**config.mk**
```make
export PLATFORM = sky130hd
export DESIGN_NAME = psc_ctrl
export DESIGN_NICKNAME = d
export VERILOG_FILES = /design/src/hdl/psc_pkg.sv /design/src/hdl/psc_ctrl.sv
export SDC_FILE = /design/constraint.sdc
export NUM_CORES = 1
export LEC_CHECK = 0
export BUFFER_PORTS_ARGS = -buffer_cell sky130_fd_sc_hd__buf_2
export CAP_MARGIN = 20
export CORE_MARGIN = 1
export CORE_UTILIZATION = 43
export CTS_CLUSTER_SIZE = 40
export DETAILED_ROUTE_END_ITERATION = 6
export GPL_TIMING_DRIVEN = 0
export PLACE_DENSITY = 0.77
export REMOVE_ABC_BUFFERS = 1
export SLEW_MARGIN = 10
export SYNTH_ARGS = -nofsm -noshare
export SYNTH_HDL_FRONTEND = slang
export SYNTH_SLANG_ARGS = --single-unit
```
**constraint.sdc**
```tcl
create_clock -name clk -period 1.2 [get_ports clk]
set_input_delay 0.12 -clock clk [delete_from_list [all_inputs] [get_ports clk]]
set_output_delay 0.12 -clock clk [all_outputs]
set_load 0.03 [all_outputs]
```
**src/hdl/psc_pkg.sv**
```systemverilog
// Shared constants, payload types and control structs for the centroid/spread block.
package psc_pkg;

    localparam int MAX_POINTS = 1024;
    localparam int COORD_BITS = 20;
    localparam int IDX_BITS   = $clog2(MAX_POINTS);
    localparam int CNT_BITS   = IDX_BITS + 1;
    localparam int SUM_BITS   = COORD_BITS + IDX_BITS;
    localparam int DIFF_BITS  = COORD_BITS + 1;
    localparam int SQ_BITS    = 2 * DIFF_BITS;
    localparam int ROOT_STEPS = (SQ_BITS + 3) / 2;
    localparam int SSQ_BITS   = 2 * ROOT_STEPS;
    localparam int ROOT_BITS  = ROOT_STEPS;
    localparam int DSUM_BITS  = ROOT_BITS + CNT_BITS;
    localparam int DCNT_BITS  = $clog2(DSUM_BITS + 1);
    localparam int DIST_BITS  = 21;
    localparam int DIST_MAX   = 2097151;
    localparam int TOTAL_BITS = 11;
    localparam int TOTAL_MAX  = 2047;

    typedef struct packed {
        logic signed [COORD_BITS-1:0] point_x;
        logic signed [COORD_BITS-1:0] point_y;
        logic signed [COORD_BITS-1:0] point_z;
        logic                         last_point;
    } in_item_t;

    typedef struct packed {
        logic signed [COORD_BITS-1:0] mean_x;
        logic signed [COORD_BITS-1:0] mean_y;
        logic signed [COORD_BITS-1:0] mean_z;
        logic [DIST_BITS-1:0]         mean_distance;
        logic [TOTAL_BITS-1:0]        point_total;
        logic                         overflow;
    } out_item_t;

    typedef enum logic [1:0] {
        SEL_X,
        SEL_Y,
        SEL_Z,
        SEL_D
    } div_sel_t;

    typedef struct packed {
        logic     load;
        logic     idx_clr;
        logic     div_start;
        div_sel_t div_sel;
        logic     rd;
        logic     diff;
        logic     sq;
        logic     ssum;
        logic     root_start;
        logic     acc;
        logic     clear;
    } cmd_t;

    typedef struct packed {
        logic div_done;
        logic root_done;
        logic idx_last;
    } sts_t;

endpackage

```
**src/hdl/psc_ctrl.sv**
```systemverilog
// Controller sequencing load, divides, per-point distance pass and result transfer.
module psc_ctrl (
    input  logic           clk,
    input  logic           rst_n,
    input  logic           point_valid,
    input  logic           last_point,
    input  logic           result_stall,
    input  psc_pkg::sts_t  sts,
    output logic           point_stall,
    output logic           result_valid,
    output psc_pkg::cmd_t  cmd
);
    import psc_pkg::*;

    typedef enum logic [3:0] {
        S_LOAD,
        S_DIVS,
        S_DIVW,
        S_RD,
        S_DIFF,
        S_SQ,
        S_SSUM,
        S_ROOTS,
        S_ROOTW,
        S_ACC,
        S_OUT
    } state_t;

    state_t   state_reg;
    div_sel_t sel_reg;
    logic     result_valid_reg;

    assign point_stall  = (state_reg != S_LOAD);
    assign result_valid = result_valid_reg;

    always_comb
    begin
        cmd         = '0;
        cmd.div_sel = sel_reg;
        unique case (state_reg)
            S_LOAD:
            begin
                cmd.load    = point_valid;
                cmd.idx_clr = 1'b1;
            end
            S_DIVS:  cmd.div_start  = 1'b1;
            S_DIVW:  ;
            S_RD:    cmd.rd         = 1'b1;
            S_DIFF:  cmd.diff       = 1'b1;
            S_SQ:    cmd.sq         = 1'b1;
            S_SSUM:  cmd.ssum       = 1'b1;
            S_ROOTS: cmd.root_start = 1'b1;
            S_ROOTW: ;
            S_ACC:   cmd.acc        = 1'b1;
            S_OUT:   cmd.clear      = !result_stall;
            default: ;
        endcase
    end

    always_ff @(posedge clk or negedge rst_n)
    begin
        if (!rst_n)
        begin
            state_reg        <= S_LOAD;
            sel_reg          <= SEL_X;
            result_valid_reg <= 1'b0;
        end
        else
        begin
            unique case (state_reg)
                S_LOAD:
                begin
                    if (point_valid && last_point)
                    begin
                        sel_reg   <= SEL_X;
                        state_reg <= S_DIVS;
                    end
                end
                S_DIVS: state_reg <= S_DIVW;
                S_DIVW:
                begin
                    if (sts.div_done)
                    begin
                        unique case (sel_reg)
                            SEL_X:
                            begin
                                sel_reg   <= SEL_Y;
                                state_reg <= S_DIVS;
                            end
                            SEL_Y:
                            begin
                                sel_reg   <= SEL_Z;
                                state_reg <= S_DIVS;
                            end
                            SEL_Z: state_reg <= S_RD;
                            SEL_D:
                            begin
                                result_valid_reg <= 1'b1;
                                state_reg        <= S_OUT;
                            end
                            default: state_reg <= S_LOAD;
                        endcase
                    end
                end
                S_RD:    state_reg <= S_DIFF;
                S_DIFF:  state_reg <= S_SQ;
                S_SQ:    state_reg <= S_SSUM;
                S_SSUM:  state_reg <= S_ROOTS;
                S_ROOTS: state_reg <= S_ROOTW;
                S_ROOTW:
                begin
                    if (sts.root_done)
                        state_reg <= S_ACC;
                end
                S_ACC:
                begin
                    if (sts.idx_last)
                    begin
                        sel_reg   <= SEL_D;
                        state_reg <= S_DIVS;
                    end
                    else
                        state_reg <= S_RD;
                end
                S_OUT:
                begin
                    if (!result_stall)
                    begin
                        result_valid_reg <= 1'b0;
                        state_reg        <= S_LOAD;
                    end
                end
                default: state_reg <= S_LOAD;
            endcase
        end
    end

endmodule

```
# ---- Yosys cells after proc, flatten, opt, wreduce, memory -nomap -nowiden
# Cells that the tools add are included.
dict set report word_totals {
  wordCells 59
  regBits 7
  out_inout_bits 14
}
dict set report classes {
  n_eq_ne 20
  n_mux 25
  n_reduce_logical 11
}
# cell count
set ops {}
lappend ops {{4-bit case mux with 11 select lines} 1}
lappend ops {{4-bit by 3-bit equality test with 1-bit output, second input constant} 4}
lappend ops {{4-bit 2-to-1 mux} 4}
lappend ops {{4-bit equality test, second input constant} 3}
lappend ops {{2-bit != test, second input constant} 6}
lappend ops {{4-bit case mux with 3 select lines} 1}
lappend ops {{1-bit 2-to-1 mux} 11}
lappend ops {{2-bit 2-to-1 mux} 5}
lappend ops {{4-bit by 2-bit equality test with 1-bit output, second input constant} 2}
lappend ops {{4-bit AND reduction} 2}
lappend ops {{2-bit case mux with 3 select lines} 1}
lappend ops {{5-bit AND reduction} 1}
lappend ops {{2-bit equality test, second input constant} 2}
lappend ops {{4-bit by 1-bit equality test with 1-bit output, second input constant} 1}
lappend ops {{4-bit zero test} 1}
lappend ops {{2-bit case mux with 2 select lines} 1}
lappend ops {{4-bit nonzero test} 1}
lappend ops {{3-bit != test, second input constant} 1}
lappend ops {{3-bit nonzero test} 1}
lappend ops {{2-bit by 1-bit equality test with 1-bit output, second input constant} 1}
lappend ops {{2-bit zero test} 1}
lappend ops {{1-bit case mux with 2 select lines} 1}
lappend ops {{2-bit nonzero test} 1}
lappend ops {{2-bit OR reduction} 1}
lappend ops {{other kinds (2)} 2}

# ---- Depth between registers and ports, before layout
# Gate-level depths: netlist of run 1.
dict set report depth {
  ltp_word 5
  mapped_depth 6
  ltp_nobuf 4
}

# ---- Worst setup path before layout of run 1
# Ideal clock, no wire load.
dict set report synth_path {
  path_type {flip-flop to flip-flop}
  start {register state_reg[2]}
  end {register result_valid_reg (netlist: result_valid)}
  n_path_buf 0
  path_slack_ns -0.445
  setup_ns 0.160
  arrival_time_ns 1.485
  stages_incl_launch_ff 4
  cell_sequence {dfrtp_1 -> nand2b_1 -> nor3_1 -> nor2_1}
}
dict set report synth_between {
  elab_chain_len 3
}
# item line_no
set synth_lines {}
lappend synth_lines {{from (decl)} psc_ctrl.sv:29} ;# state_t state_reg;
lappend synth_lines {{from (signal assigned)} psc_ctrl.sv:64} ;# state_reg <= S_LOAD;
lappend synth_lines {{from (signal assigned)} psc_ctrl.sv:76} ;# state_reg <= S_DIVS;
lappend synth_lines {{from (signal assigned)} psc_ctrl.sv:79} ;# S_DIVS: state_reg <= S_DIVW;
lappend synth_lines {{4-bit by 2-bit equality test with 1-bit output / 4-bit equality test (equally long branches)} psc_ctrl.sv:70} ;# unique case (state_reg)
lappend synth_lines {{2-bit != test (no source line) / 2-bit nonzero test (equally long branches)} n/a}
lappend synth_lines {{4-bit AND reduction (no source line)} n/a}
lappend synth_lines {{to (signal assigned)} psc_ctrl.sv:66} ;# result_valid_reg <= 1'b0;
lappend synth_lines {{to (signal assigned)} psc_ctrl.sv:98} ;# result_valid_reg <= 1'b1;
lappend synth_lines {{to (signal assigned)} psc_ctrl.sv:129} ;# result_valid_reg <= 1'b0;
lappend synth_lines {{to (decl)} psc_ctrl.sv:31} ;# logic result_valid_reg;
# Parallel ways exist; a longest one is shown, timed or not.
# A chain may end at the register's enable or synchronous reset.

==> flow_summary.yaml, run 1 <==
timing:
  rsz0062_at_grt: "yes"
  slew_headroom: 0.731
  fmax_mhz: 654
  drv_slew: 0
  fin_ws_ps: -329
  fin_crit_ps: 1530
  tightest_slew_ps: 394
  clock_skew_ps: 1.97
  hold_violations: 0
  finalCritPeriodShare: 1.27
  setup_viol: 17
layout:
  mostFrequentLayoutCell: "buf_4"
  final_util: 0.846
  nets: 121
  drive_above_1_share: 0.643
  multi_input_area_um2: 556
  area_growth_syn_to_layout_pct: 77.2
  layoutNonFillerInstCount: 127
  largest_reg_flops: 4
  fillCellCount: 78
  final_cell_mix: "buf_4 (14), buf_2 (11), buf_6 (11)"
  num_antenna_cells: 0
  register_area_um2: 183
global_route:
  use_met2: 0.508
  grt_max_degree: 11
  grt_pass1_vias: 698
  grt_pass1_wl_um: 3110
  grt_remaining_overflow: 0
  grtUsageMet3: 0.100
  antenna_found_initial: 0
  track_usage: 0.295
  top_usage_layer: "met2"
  globalRouteMet1Util: 0.343
critical_path:
  r2r_cells: 3
  crit_path_start_kind: "register"
  critical-path-top-delay-family: "flip-flops"
  worstReg2RegStart: "state_reg[1]"
  crit_start: "state_reg[1]"
  worstPathArrival_ps: 1410
  path_buf_inv: 1
  crit_chain: "nor4_4, and2_1, buf_6"
  timing.rr.end: "state_reg[1]"
  cp_max_fo: 5
  r2r_slack_ps: -290
  crit_path_top_delay_cell: "dfrtp_4"
  cp-end-kind: "output pin"
  worst-path-stages: 3
  crit_path_end: "cmd[11]"
  crit_type: "register to output pin"
  slowest_delay_ps: 520
  worstPathRequired_ps: 1080
yosys:
  async_flop_share: 1.00
  ys_seq_area_frac: 0.275
  synth.avg_cell_area_um2: 8.38
  yosys_warnings: 0
  synth_edf_count: 0
  synthCells: 76
  syn_area_um2: 637
  synth_flop_cell: "dfrtp_1"
  synth.distinct_cells: 35
  synth-seq-cells: 7
detailed_routing:
  drt-total-wl_um: 2310
  drt_iter0_markers: 28
  drt_pass1_iterations: 4
  drc: 0
  ant_nets: 0
  wire_per_inst_um: 18.2
  viasPerCell: 6.15
  vias: 781
power_and_ir_drop:
  power.density_nw_per_um2: 3410
  vdd_ir_drop_max_uv: 2220
  power_switching_mw: 1.98
  leakage_nw: 0.478
  pwr-share-clk: 0.061
  p_int_mw: 1.87
  power_frac_comb: 0.781
  seq_power_share: 0.158
  p_sw_frac: 0.514
status:
  status: "complete, but fails checks"
  violations: "negative setup slack"
clock_tree:
  cts-buffers-inserted: 3
  clk_latency_ps: 260
  cts_htree_levels: 1
  clock-sinks: 7
  cts_tree: "done"
  clk_pin_slew_worst_paths_ps: 60
  clockRootBuffer: "clkbuf_4"
  cts_buffer_depth: 2
min_path:
  hold_path_class: "input port to register"
placement:
  numPortBuffers: 21
  dpl_worst_slack_ps: -410
  placed_cells: 105
  routabilityCongestion: 0.775
  dp.final_hpwl_um: 946
floorplan:
  start_util: 0.477
  die_y_um: 40.5
  die_x_um: 40.5
  core_region_area_um2: 1330
  die_area_um2: 1640
  row_count: 13
  ioPinCount: 22
run:
  cap_violations: 0
[worst min-delay path by stage]
stage                           from            to  slack [ps]  depth (start not counted)
final                     last_point    sel_reg[1]          80                          2
after global routing      last_point    sel_reg[1]          80                          2
after CTS                 last_point    sel_reg[1]          80                          2
after detailed placement       rst_n    sel_reg[0]         -40                          1
after global placement         rst_n    sel_reg[0]         -40                          1
after floorplan                rst_n  result_valid        -180                          0
[cells in the mapped netlist, drive strengths merged, types with 2 or more instances]
master | count | area (um^2)
a21oi | 6 | 30.0
a31oi | 2 | 12.5
and2 | 2 | 12.5
buf | 7 | 61.3
dfrtp | 7 | 175
inv | 3 | 11.3
nand2 | 4 | 15.0
nand2b | 5 | 31.3
nand3 | 2 | 10.0
nor2 | 11 | 43.8
nor3 | 5 | 30.0
nor3b | 2 | 15.0
nor4 | 2 | 27.5
o21ai | 3 | 15.0
o31ai | 2 | 20.0
[layout make-up]
class | count | area share
sequential | 7 | 0.162
clock buffer | 4 | 0.0233
multi-input combinational | 59 | 0.492
inverter | 3 | 0.00998
timing repair buffer | 39 | 0.296
tap | 15 | 0.0166
[routing by layer]
metal,vias to the layer above,part of all wire
met5,-,0
met4,0,0.037
met3,8,0.061
met2,43,0.50
met1,380,0.40
li1,350,-
[power by group through the flow]
| stage | clock, mW | sequential [mW] | combinational (mW) |
|---|---|---|---|
| floorplan | 0 | 0.773 | 1.01 |
| global placement | 0 | 0.769 | 1.37 |
| detailed placement | 0 | 0.780 | 1.39 |
| CTS | 0.223 | 0.584 | 2.52 |
| global route | 0.250 | 0.619 | 3.18 |
| finish | 0.236 | 0.607 | 3.01 |
[cell families (layout without fill, tap and decap cells)]
kind of cell           after synthesis  after routing  synth area share
AND/OR/NAND/NOR                     38             38             0.371
AO/OA/AOI/OAI                       20             20             0.226
buffers and inverters               10             46             0.114
flip-flops                           7              7             0.275
XOR/XNOR                             1              1            0.0138
[metrics by stage]
step / cell area [um^2] / total power [mW] / setup TNS, ps / hold slack, ps
after floorplan: 576 / 1.78 / -5450 / -176
after global placement: 699 / 2.14 / -4490 / -44.6
after detailed placement: 699 / 2.17 / -4950 / -39.4
after CTS: 1030 / 3.33 / -3400 / 76.7
after global routing: 1130 / 4.04 / -4900 / 80.5
final: 1130 / 3.85 / -4170 / 76.4
[timing repair]
item,in CTS,in global routing
hold buffers,1,0
buffers inserted,16,2
setup endpoints to repair,18,17
endpoints found under the hold margin,7,0
resized for setup,39,21
pin swaps,9,5
No activity file was read; power rests on OpenSTA's default activity.
==> run 2, diff against run 1 <==
--- a/config.mk
+++ b/config.mk
@@ -5,14 +5,15 @@
 export SDC_FILE = /design/constraint.sdc
 export NUM_CORES = 1
 export LEC_CHECK = 0
+export ABC_AREA = 1
 export BUFFER_PORTS_ARGS = -buffer_cell sky130_fd_sc_hd__buf_2
 export CAP_MARGIN = 20
 export CORE_MARGIN = 1
-export CORE_UTILIZATION = 43
+export CORE_UTILIZATION = 41
 export CTS_CLUSTER_SIZE = 40
 export DETAILED_ROUTE_END_ITERATION = 6
 export GPL_TIMING_DRIVEN = 0
-export PLACE_DENSITY = 0.77
+export PLACE_DENSITY = 0.76
 export REMOVE_ABC_BUFFERS = 1
 export SLEW_MARGIN = 10
 export SYNTH_ARGS = -nofsm -noshare
==> run 2 against run 1 <==
  * The run still ends with negative setup slack left
  * Clock power down 6%
  * Core utilization down 8.7 points
  * Clock skew shrank 0.77 ps
  * Cell count increased by 10%
  * Largest power group unchanged
  * Combinational power fell by 38%
  * Flip-flop and latch count unchanged
  * Routed wire length shrank 27%
  * Global-route usage is 5.6 points lower
==> flow_summary.yaml, run 2 <==
status:
  status: "complete, but fails checks"
  violations: "negative setup slack"
detailed_routing:
  wire_per_inst_um: 12.1
  met1_length_um: 726
  drt_iter0_markers: 30
  viasPerCell: 4.91
  drt_pass1_iterations: 4
  drc: 0
  topRoutingLayerUsed: "met4"
  drt-total-wl_um: 1690
  vias: 688
  ant_nets: 0
  wl_met2_um: 835
  wl_met3_um: 93
critical_path:
  worstPathRequired_ps: 1080
  r2r_slack_ps: -200
  cp_max_fo: 4
  timing.rr.end: "state_reg[3]"
  crit_type: "register to output pin"
  cp-end-kind: "output pin"
  r2r_cells: 7
  worstReg2RegStart: "state_reg[1]"
  worstPathArrival_ps: 1320
  crit_path_start_kind: "register"
layout:
  final_util: 0.760
  nets: 135
  num_antenna_cells: 0
  mostFrequentLayoutCell: "nand2_1"
  multi_input_area_um2: 362
  drive_above_1_share: 0.516
  fillCellCount: 85
  largest_reg_flops: 4
  area_growth_syn_to_layout_pct: 62.0
  design_area_um2: 890
  final_cell_mix: "nand2_1 (20), inv_1 (14), buf_4 (13)"
  register_area_um2: 179
global_route:
  grt_max_degree: 8
  grt_pass1_wl_um: 2310
  track_usage: 0.239
  grt_remaining_overflow: 0
  grt_pass1_vias: 541
  antenna_found_initial: 0
power_and_ir_drop:
  seq_power_share: 0.176
  power_switching_mw: 1.35
  power_frac_comb: 0.737
  leakage_nw: 0.504
  power.density_nw_per_um2: 2850
  vdd_ir_drop_max_uv: 1730
  p_sw_frac: 0.534
  pwr-share-clk: 0.087
  p_int_mw: 1.18
yosys:
  synth.avg_cell_area_um2: 6.04
  yosys_warnings: 0
  async_flop_share: 1.00
  synth_most_common_cell: "nand2_1"
  synth.distinct_cells: 14
  synth-seq-cells: 7
  yosysTopAreaCell: "dfrtp_1"
  yosys-top-cells-area: "dfrtp_1 (32%), nand2_1 (16%), inv_1 (14%)"
  synth_top_cell_area_share: 0.319
  ys_seq_area_frac: 0.319
  synth_flop_cell: "dfrtp_1"
  synth_edf_count: 0
  syn_area_um2: 549
  synth_common_cells: "nand2_1 (23), inv_1 (20), nor2_1 (15)"
  synthCells: 91
timing:
  hold_slack_ps: 170
  fin_crit_ps: 1440
  fin_ws_ps: -241
  setup_viol: 17
  finalCritPeriodShare: 1.20
  drv_slew: 0
  tightest_slew_ps: 228
  hold_violations: 0
  clock_skew_ps: 1.20
  tns_ps: -2890
  slew_headroom: 0.848
  rsz0062_at_grt: "yes"
  fmax_mhz: 694
placement:
  routabilityCongestion: 0.861
  dp.final_hpwl_um: 1040
  post_dp_cell_area_um2: 672
  numPortBuffers: 21
min_path:
  holdCritStartpoint: "result_stall"
  whs_endpoint: "result_valid"
  hold_depth: 3
  hold_path_class: "input port to register"
clock_tree:
  cts-buffers-inserted: 3
  clockRootBuffer: "clkbuf_4"
  cts_tree: "done"
  clk_pin_slew_worst_paths_ps: 50
  cts_buffer_depth: 2
  clock-sinks: 7
  clk_latency_ps: 260
  cts_htree_levels: 1
floorplan:
  start_util: 0.469
  die_area_um2: 1490
  core_region_area_um2: 1170
  die_x_um: 38.6
  die_y_um: 38.6
  ioPinCount: 22
  row_count: 12
run:
  cap_violations: 0
[run 2: cell types whose count changed after synthesis, moves of 3 or more]
| cell | delta |
|---|---|
| nand2_2 | +5 |
| buf_6 | -3 |
| nand2b_1 | -5 |
| nor3_1 | -3 |
| a21oi_1 | -5 |
| nand3_1 | +6 |
| nor2_1 | +5 |
| inv_1 | +17 |
| buf_4 | -3 |
| nand2_1 | +19 |
[run 2: worst max-delay path: stages (launching register included)]
cell and delay (ps):
dfrtp_1 410, inv_2 130, nand2_2 130, nor3_4 240, buf_6 160
[run 2: logic make-up (layout without fill, tap and decap cells)]
logic type,Yosys count,after routing,share of synthesized area
and+or+nand+nor,55,55,0.451
DFF,7,7,0.319
AOI/OAI and AO/OA,8,8,0.0866
buffers and inverters,21,56,0.143
[run 2: what timing repair did]
| item | in CTS | in global routing |
|---|---|---|
| resized for setup | 29 | 14 |
| setup endpoints to repair | 16 | 17 |
| pin swaps | 4 | 6 |
| hold endpoints to repair | 7 | 0 |
| setup buffers | 4 | 5 |
| hold buffers | 1 | 0 |
[run 2: power groups by stage]
stage | Clock, mW | Sequential [mW] | Combinational [mW]
final | 0.221 | 0.445 | 1.87
after global routing | 0.246 | 0.453 | 2.00
after CTS | 0.228 | 0.433 | 1.58
after detailed placement | 0 | 0.423 | 1.27
after global placement | 0 | 0.420 | 1.25
after floorplan | 0 | 0.470 | 0.916
[run 2: metrics by stage]
stage	power, mW	cells	worst slack [ps]
final	2.53	140	-241
after global routing	2.70	140	-290
after CTS	2.24	135	-195
after detailed placement	1.69	126	-163
after global placement	1.67	126	-137
after floorplan	1.39	91	-832
[run 2: layout make-up]
| cell class | count | share of cell area |
|---|---|---|
| Multi-Input combinational cell | 63 | 0.406 |
| Timing Repair Buffer | 31 | 0.252 |
| Tap cell | 14 | 0.0197 |
| Clock buffer | 4 | 0.0295 |
| Inverter | 21 | 0.0914 |
| Sequential cell | 7 | 0.201 |
[run 2: per-layer routing]
layer / track usage / vias to the layer above
li1: - / 345
met1: 0.311 / 307
met2: 0.350 / 29
met3: 0.0867 / 7
met4: 0.103 / 0
met5: 0 / -
[run 2: how the worst max path moves through the flow]
stage	startpoint	cells after the start	slack, ps	endpoint
floorplan	state_reg[0]	5	-830	cmd[11]
global placement	state_reg[0]	6	-140	cmd[11]
detailed placement	state_reg[0]	6	-160	cmd[11]
CTS	state_reg[0]	6	-190	cmd[11]
global route	state_reg[1]	6	-290	cmd[11]
finish	state_reg[2]	4	-240	cmd[0]
